## src/design/phdl_pkg.sv

```systemverilog
// Shared types and constants for the perfect hash displacement lookup.
package phdl_pkg;

    localparam int unsigned TABLE_DEPTH_DEF = 1024;
    localparam int unsigned CELLS           = 33;   // one dividend bit per cell
    localparam int unsigned S_TDATA_W       = 112;
    localparam int unsigned M_TDATA_W       = 48;

    typedef enum logic [1:0] {
        CFG_KEY_COUNT     = 2'd0,
        CFG_BUCKET_COUNT  = 2'd1,
        CFG_DENSE_SPLIT   = 2'd2,
        CFG_DENSE_BUCKETS = 2'd3
    } t_cfg_idx;

    // Word moving along the cell chain: two remainder lanes plus carried fields.
    typedef struct packed {
        logic        vld;
        logic        wr;
        logic [9:0]  idx;
        logic [31:0] val;
        logic [31:0] keep;
        logic [31:0] r2;
        logic [32:0] da;
        logic [32:0] db;
        logic [31:0] ra;
        logic [31:0] rb;
    } t_word;

    // Result of the bucket map and table read stage.
    typedef struct packed {
        logic        vld;
        logic        bad;
        logic [10:0] bucket;
        logic [31:0] r2;
        logic [31:0] disp;
    } t_look;

endpackage

```

## src/design/phdl_cell.sv

```systemverilog
// One restoring-remainder cell: a single dividend bit on each of two lanes.
module phdl_cell (
    input  logic                  i_clk,
    input  logic                  i_rst_n,
    input  logic                  i_en,
    input  phdl_pkg::t_word       i_word,
    input  logic [31:0]           i_div_a,
    input  logic [31:0]           i_div_b,
    output phdl_pkg::t_word       o_word
);
    import phdl_pkg::*;

    t_word       r_word;
    t_word       n_word;
    logic [32:0] ta;
    logic [32:0] tb;

    always_comb begin
        n_word = i_word;
        ta = {i_word.ra, i_word.da[32]};
        tb = {i_word.rb, i_word.db[32]};
        if (ta >= {1'b0, i_div_a}) begin
            ta = ta - {1'b0, i_div_a};
        end
        if (tb >= {1'b0, i_div_b}) begin
            tb = tb - {1'b0, i_div_b};
        end
        n_word.ra = ta[31:0];
        n_word.rb = tb[31:0];
        n_word.da = {i_word.da[31:0], 1'b0};
        n_word.db = {i_word.db[31:0], 1'b0};
    end

    always_ff @(posedge i_clk) begin
        if (!i_rst_n) begin
            r_word.vld <= 1'b0;
        end else if (i_en) begin
            r_word <= n_word;
        end
    end

    assign o_word = r_word;
endmodule

```

## config.mk

```make
export PLATFORM = sky130hd
export DESIGN_NAME = phdl_cell
export DESIGN_NICKNAME = d
export VERILOG_FILES = /design/src/design/phdl_pkg.sv /design/src/design/phdl_cell.sv
export SDC_FILE = /design/constraint.sdc
export NUM_CORES = 1
export LEC_CHECK = 0
export ABC_CLOCK_PERIOD_IN_PS = 13460
export BUFFER_PORTS_ARGS = -buffer_cell sky130_fd_sc_hd__buf_2
export CELL_PAD_IN_SITES_DETAIL_PLACEMENT = 0
export CELL_PAD_IN_SITES_GLOBAL_PLACEMENT = 1
export CORE_AREA = 4 4 207 209
export DETAILED_ROUTE_END_ITERATION = 7
export DIE_AREA = 0 0 211 213
export PLACE_DENSITY_LB_ADDON = 0.1
export SETUP_SLACK_MARGIN = 0.5
export SYNTH_ARGS = -nofsm -noshare
export SYNTH_HDL_FRONTEND = slang
export SYNTH_SLANG_ARGS = --single-unit
```

## constraint.sdc

```tcl
create_clock -name i_clk -period 13.46 [get_ports i_clk]
set_input_delay 0.673 -clock i_clk [delete_from_list [all_inputs] [get_ports i_clk]]
set_output_delay 0.673 -clock i_clk [all_outputs]
set_load 0.005 [all_outputs]
```

==> flow_metrics.env <==
export IMPL_status="finished clean"
export IMPL_port_buffer_count=540
export IMPL_htree_levels=1
export IMPL_die_y_um=213
export IMPL_nNetsFinal=1849
export IMPL_core_um2=40830
export IMPL_cpLargestDelayFamily="compound AO/OA/AOI/OAI gates"
export IMPL_overflow=0
export IMPL_yosys_warnings=0
export IMPL_pwr_share_clk=0.362
export IMPL_yosys_register_bits=236
export IMPL_finalHoldViolations=0
export IMPL_dieArea_um2=44940
export IMPL_cts_tree="built"
export IMPL_layoutNonFillerInstCount=2039
export IMPL_power_share_sequential=0.447
export IMPL_finalCriticalPeriod_ns=3.565
export IMPL_clock_path_buffers=3
export IMPL_p_switching_mw=0.5338
export IMPL_comb_power_share=0.190
export IMPL_ir_worst_vdd_mv=0.08863
export IMPL_clock_latency_ns=0.55
export IMPL_nFillCells=4149
export IMPL_path_cells="buf_2 -> inv_1 -> ha_1 -> inv_1 -> fa_1 -> a21o_1 -> a221oi_1 -> o21ba_2 -> o21ai_1 -> o41ai_2 -> nor4b_1 -> a211o_1 -> mux2_2"
export IMPL_timing_fmax_mhz=280.5
export IMPL_dp_hpwl_mm=34.28
export IMPL_ff2ff_setup_slack_ns=12.88
export IMPL_area_sequential_um2=7077
export IMPL_rsz0062_at_grt="no"
export IMPL_slowest_stage="o41ai_2"
export IMPL_largest_reg_flops=236
export IMPL_clock_tree_root_cell="clkbuf_16"
export IMPL_yosysSeqAreaShare=0.6027
export IMPL_grt_max_degree=195
export IMPL_setup_worst_path_class="in2reg"
export IMPL_dr_total_vias=9380
export IMPL_cts_made_buffers=28
export IMPL_internal_power_mw=1.469
export IMPL_yosysUniqueCellTypes=67
export IMPL_gp_congestion=0.8342
export IMPL_tightestPinTransition_ns=1.183
export IMPL_finClkSkew_ns=0
export IMPL_wirelength_mm=42.56
export IMPL_syn_area_per_cell_um2=12.61
export IMPL_drt_pass1_iter_count=5
export IMPL_crit_fanout=4
export IMPL_ys_flop_type="edfxtp_1"
export IMPL_grt_antenna_before_repair=11
export IMPL_critPathLaunchType="primary input"
export IMPL_start_util=0.2876
export IMPL_dieWidth_um=211
export IMPL_clkTransAtPathRegs_ns=0.06
export IMPL_area_growth_pct=35.44
export IMPL_cp_common_cell="inv_1"
export IMPL_setup_tns_ns=0
export IMPL_cellLeakagePower_nw=7.069
export IMPL_async_flop_share=0
export IMPL_finalCritPeriodShare=0.2648
export IMPL_holdBufCountCts=0
export IMPL_p_sw_frac=0.2666
export IMPL_crit_path_end_kind="flip-flop"
export IMPL_drcViolationCount=0
export IMPL_final_antenna_net_count=0
export IMPL_max_stage_delay_ns=0.60
export IMPL_dp_cells=1980
export IMPL_drv_cap=0
export IMPL_grt_pass1_wl_mm=60.02
export IMPL_hp_class="in2reg"
export IMPL_crit_buf_inv=3
export IMPL_finalMaxSlewViolations=0
export IMPL_worstPathRequired_ns=13.77
export IMPL_clock_sinks=236
export IMPL_num_io_pins=543
export IMPL_cts_resized=0
export IMPL_post_cts_buffers=0
export IMPL_track_usage=0.1740
export IMPL_synth_area_um2=11740
export IMPL_grt_pass1_vias=9499
export IMPL_cp_arrival_ns=3.88
export IMPL_synthCells=931
export IMPL_rows=74
export IMPL_post_drt_wl_per_cell_um=20.87
export IMPL_vias_per_cell=4.600
export IMPL_drive_gt1_frac=0.4213
export IMPL_relSlewSlack=0.2112
export IMPL_drtIter0Drc=412
export IMPL_setup_viol=0
export IMPL_cellPowerDensity_nw_per_um2=125.9
export IMPL_multi_input_area_um2=4218
export IMPL_synth_edff_count=235
## synthesized netlist by cell type (7+ instances only)
master	n	area share
edfxtp_1	235	0.60
inv_1	85	0.027
a21oi_1	71	0.030
nor2_1	66	0.021
ha_1	64	0.068
nand2_1	47	0.015
o21ai_0	37	0.016
mux2_2	35	0.034
xnor2_1	30	0.022
a21o_1	28	0.018
clkbuf_1	17	0.0054
xor2_1	16	0.012
nand3_1	14	0.0060
nand4_1	11	0.0059
o21a_1	11	0.0070
a211oi_1	10	0.0064
nor3_1	10	0.0043
o21bai_1	10	0.0064
and3_1	9	0.0048
nand2b_1	9	0.0048
a31oi_1	8	0.0043
and2_1	7	0.0037
## worst register-to-register path: cells and delay by family (launching register included)
kind	cells	cell delay, ns
muxes	1	0.11
and+or+nand+nor	1	0.05
DFF	1	0.31
## through the flow
stage | setup slack [ns] | utilization | power, mW | hold WS [ns] | instance area (µm²)
after floorplan | 6.845 | - | 1.131 | 0.5073 | 11750
after global placement | 9.380 | 0.3676 | 1.297 | 0.5026 | 15010
after detailed placement | 9.333 | 0.3676 | 1.297 | 0.5126 | 15010
after CTS | 9.927 | 0.3891 | 2.038 | 0.2390 | 15890
after global routing | 9.702 | 0.3894 | 2.107 | 0.2444 | 15900
final | 9.895 | 0.3895 | 2.003 | 0.2822 | 15900
## power by group through the flow
| stage | Clock [mW] | Sequential, mW | Combinational (mW) |
|---|---|---|---|
| floorplan | 0 | 0.927 | 0.204 |
| global placement | 0 | 0.910 | 0.387 |
| detailed placement | 0 | 0.911 | 0.386 |
| CTS | 0.752 | 0.897 | 0.389 |
| global route | 0.783 | 0.901 | 0.423 |
| finish | 0.725 | 0.896 | 0.381 |
## path summary, 6_finish.rpt
check                                  from          end  cells past startpoint
worst min register to register  o_word[237]  o_word[237]                      2
worst min-delay path            i_word[120]  o_word[121]                      1
worst max-delay path             i_word[96]   o_word[30]                     13
worst max register to register  o_word[237]  o_word[237]                      2
## metal layers
| metal | global-route usage | vias to the layer above | routed length, µm | share of wire |
|---|---|---|---|---|
| li1 | - | 4573 | - | - |
| met1 | 0.2122 | 4439 | 17080 | 0.40 |
| met2 | 0.3070 | 302 | 21760 | 0.51 |
| met3 | 0.04217 | 60 | 2854 | 0.067 |
| met4 | 0.05053 | 6 | 820 | 0.019 |
| met5 | 0 | - | 40 | 0.00094 |
## cell type report
cell class / count / share of cell area
Multi-Input combinational cell: 585 / 0.2652
Antenna cell: 7 / 0.001101
Tap cell: 532 / 0.04185
Clock buffer: 40 / 0.04752
Inverter: 85 / 0.02006
Sequential cell: 236 / 0.4450
Clock inverter: 12 / 0.007631
Timing Repair Buffer: 542 / 0.1717
## logic make-up after synthesis
logic type,share of synthesized area
flip-flops,0.6027
AO/OA/AOI/OAI,0.1297
AND/OR/NAND/NOR,0.08162
buffers and inverters,0.03900
adder cells (fa/ha/maj),0.07160
XOR/XNOR,0.03431
multiplexers,0.04081
other,0.0003194
## layout by cell type (no fill, tap or decap), types with 14 or more instances in the layout
cell type	synthesis	routed
o21ai_0	37	37
mux2_2	35	35
buf_2	3	540
nor2_1	66	66
xor2_1	16	16
a21oi_1	71	71
a21o_1	28	28
nand2_1	47	47
clkbuf_16	0	28
xnor2_1	30	30
inv_1	85	85
edfxtp_1	235	235
nand3_1	14	14
ha_1	64	64
No activity file was read; power rests on OpenSTA's default activity.
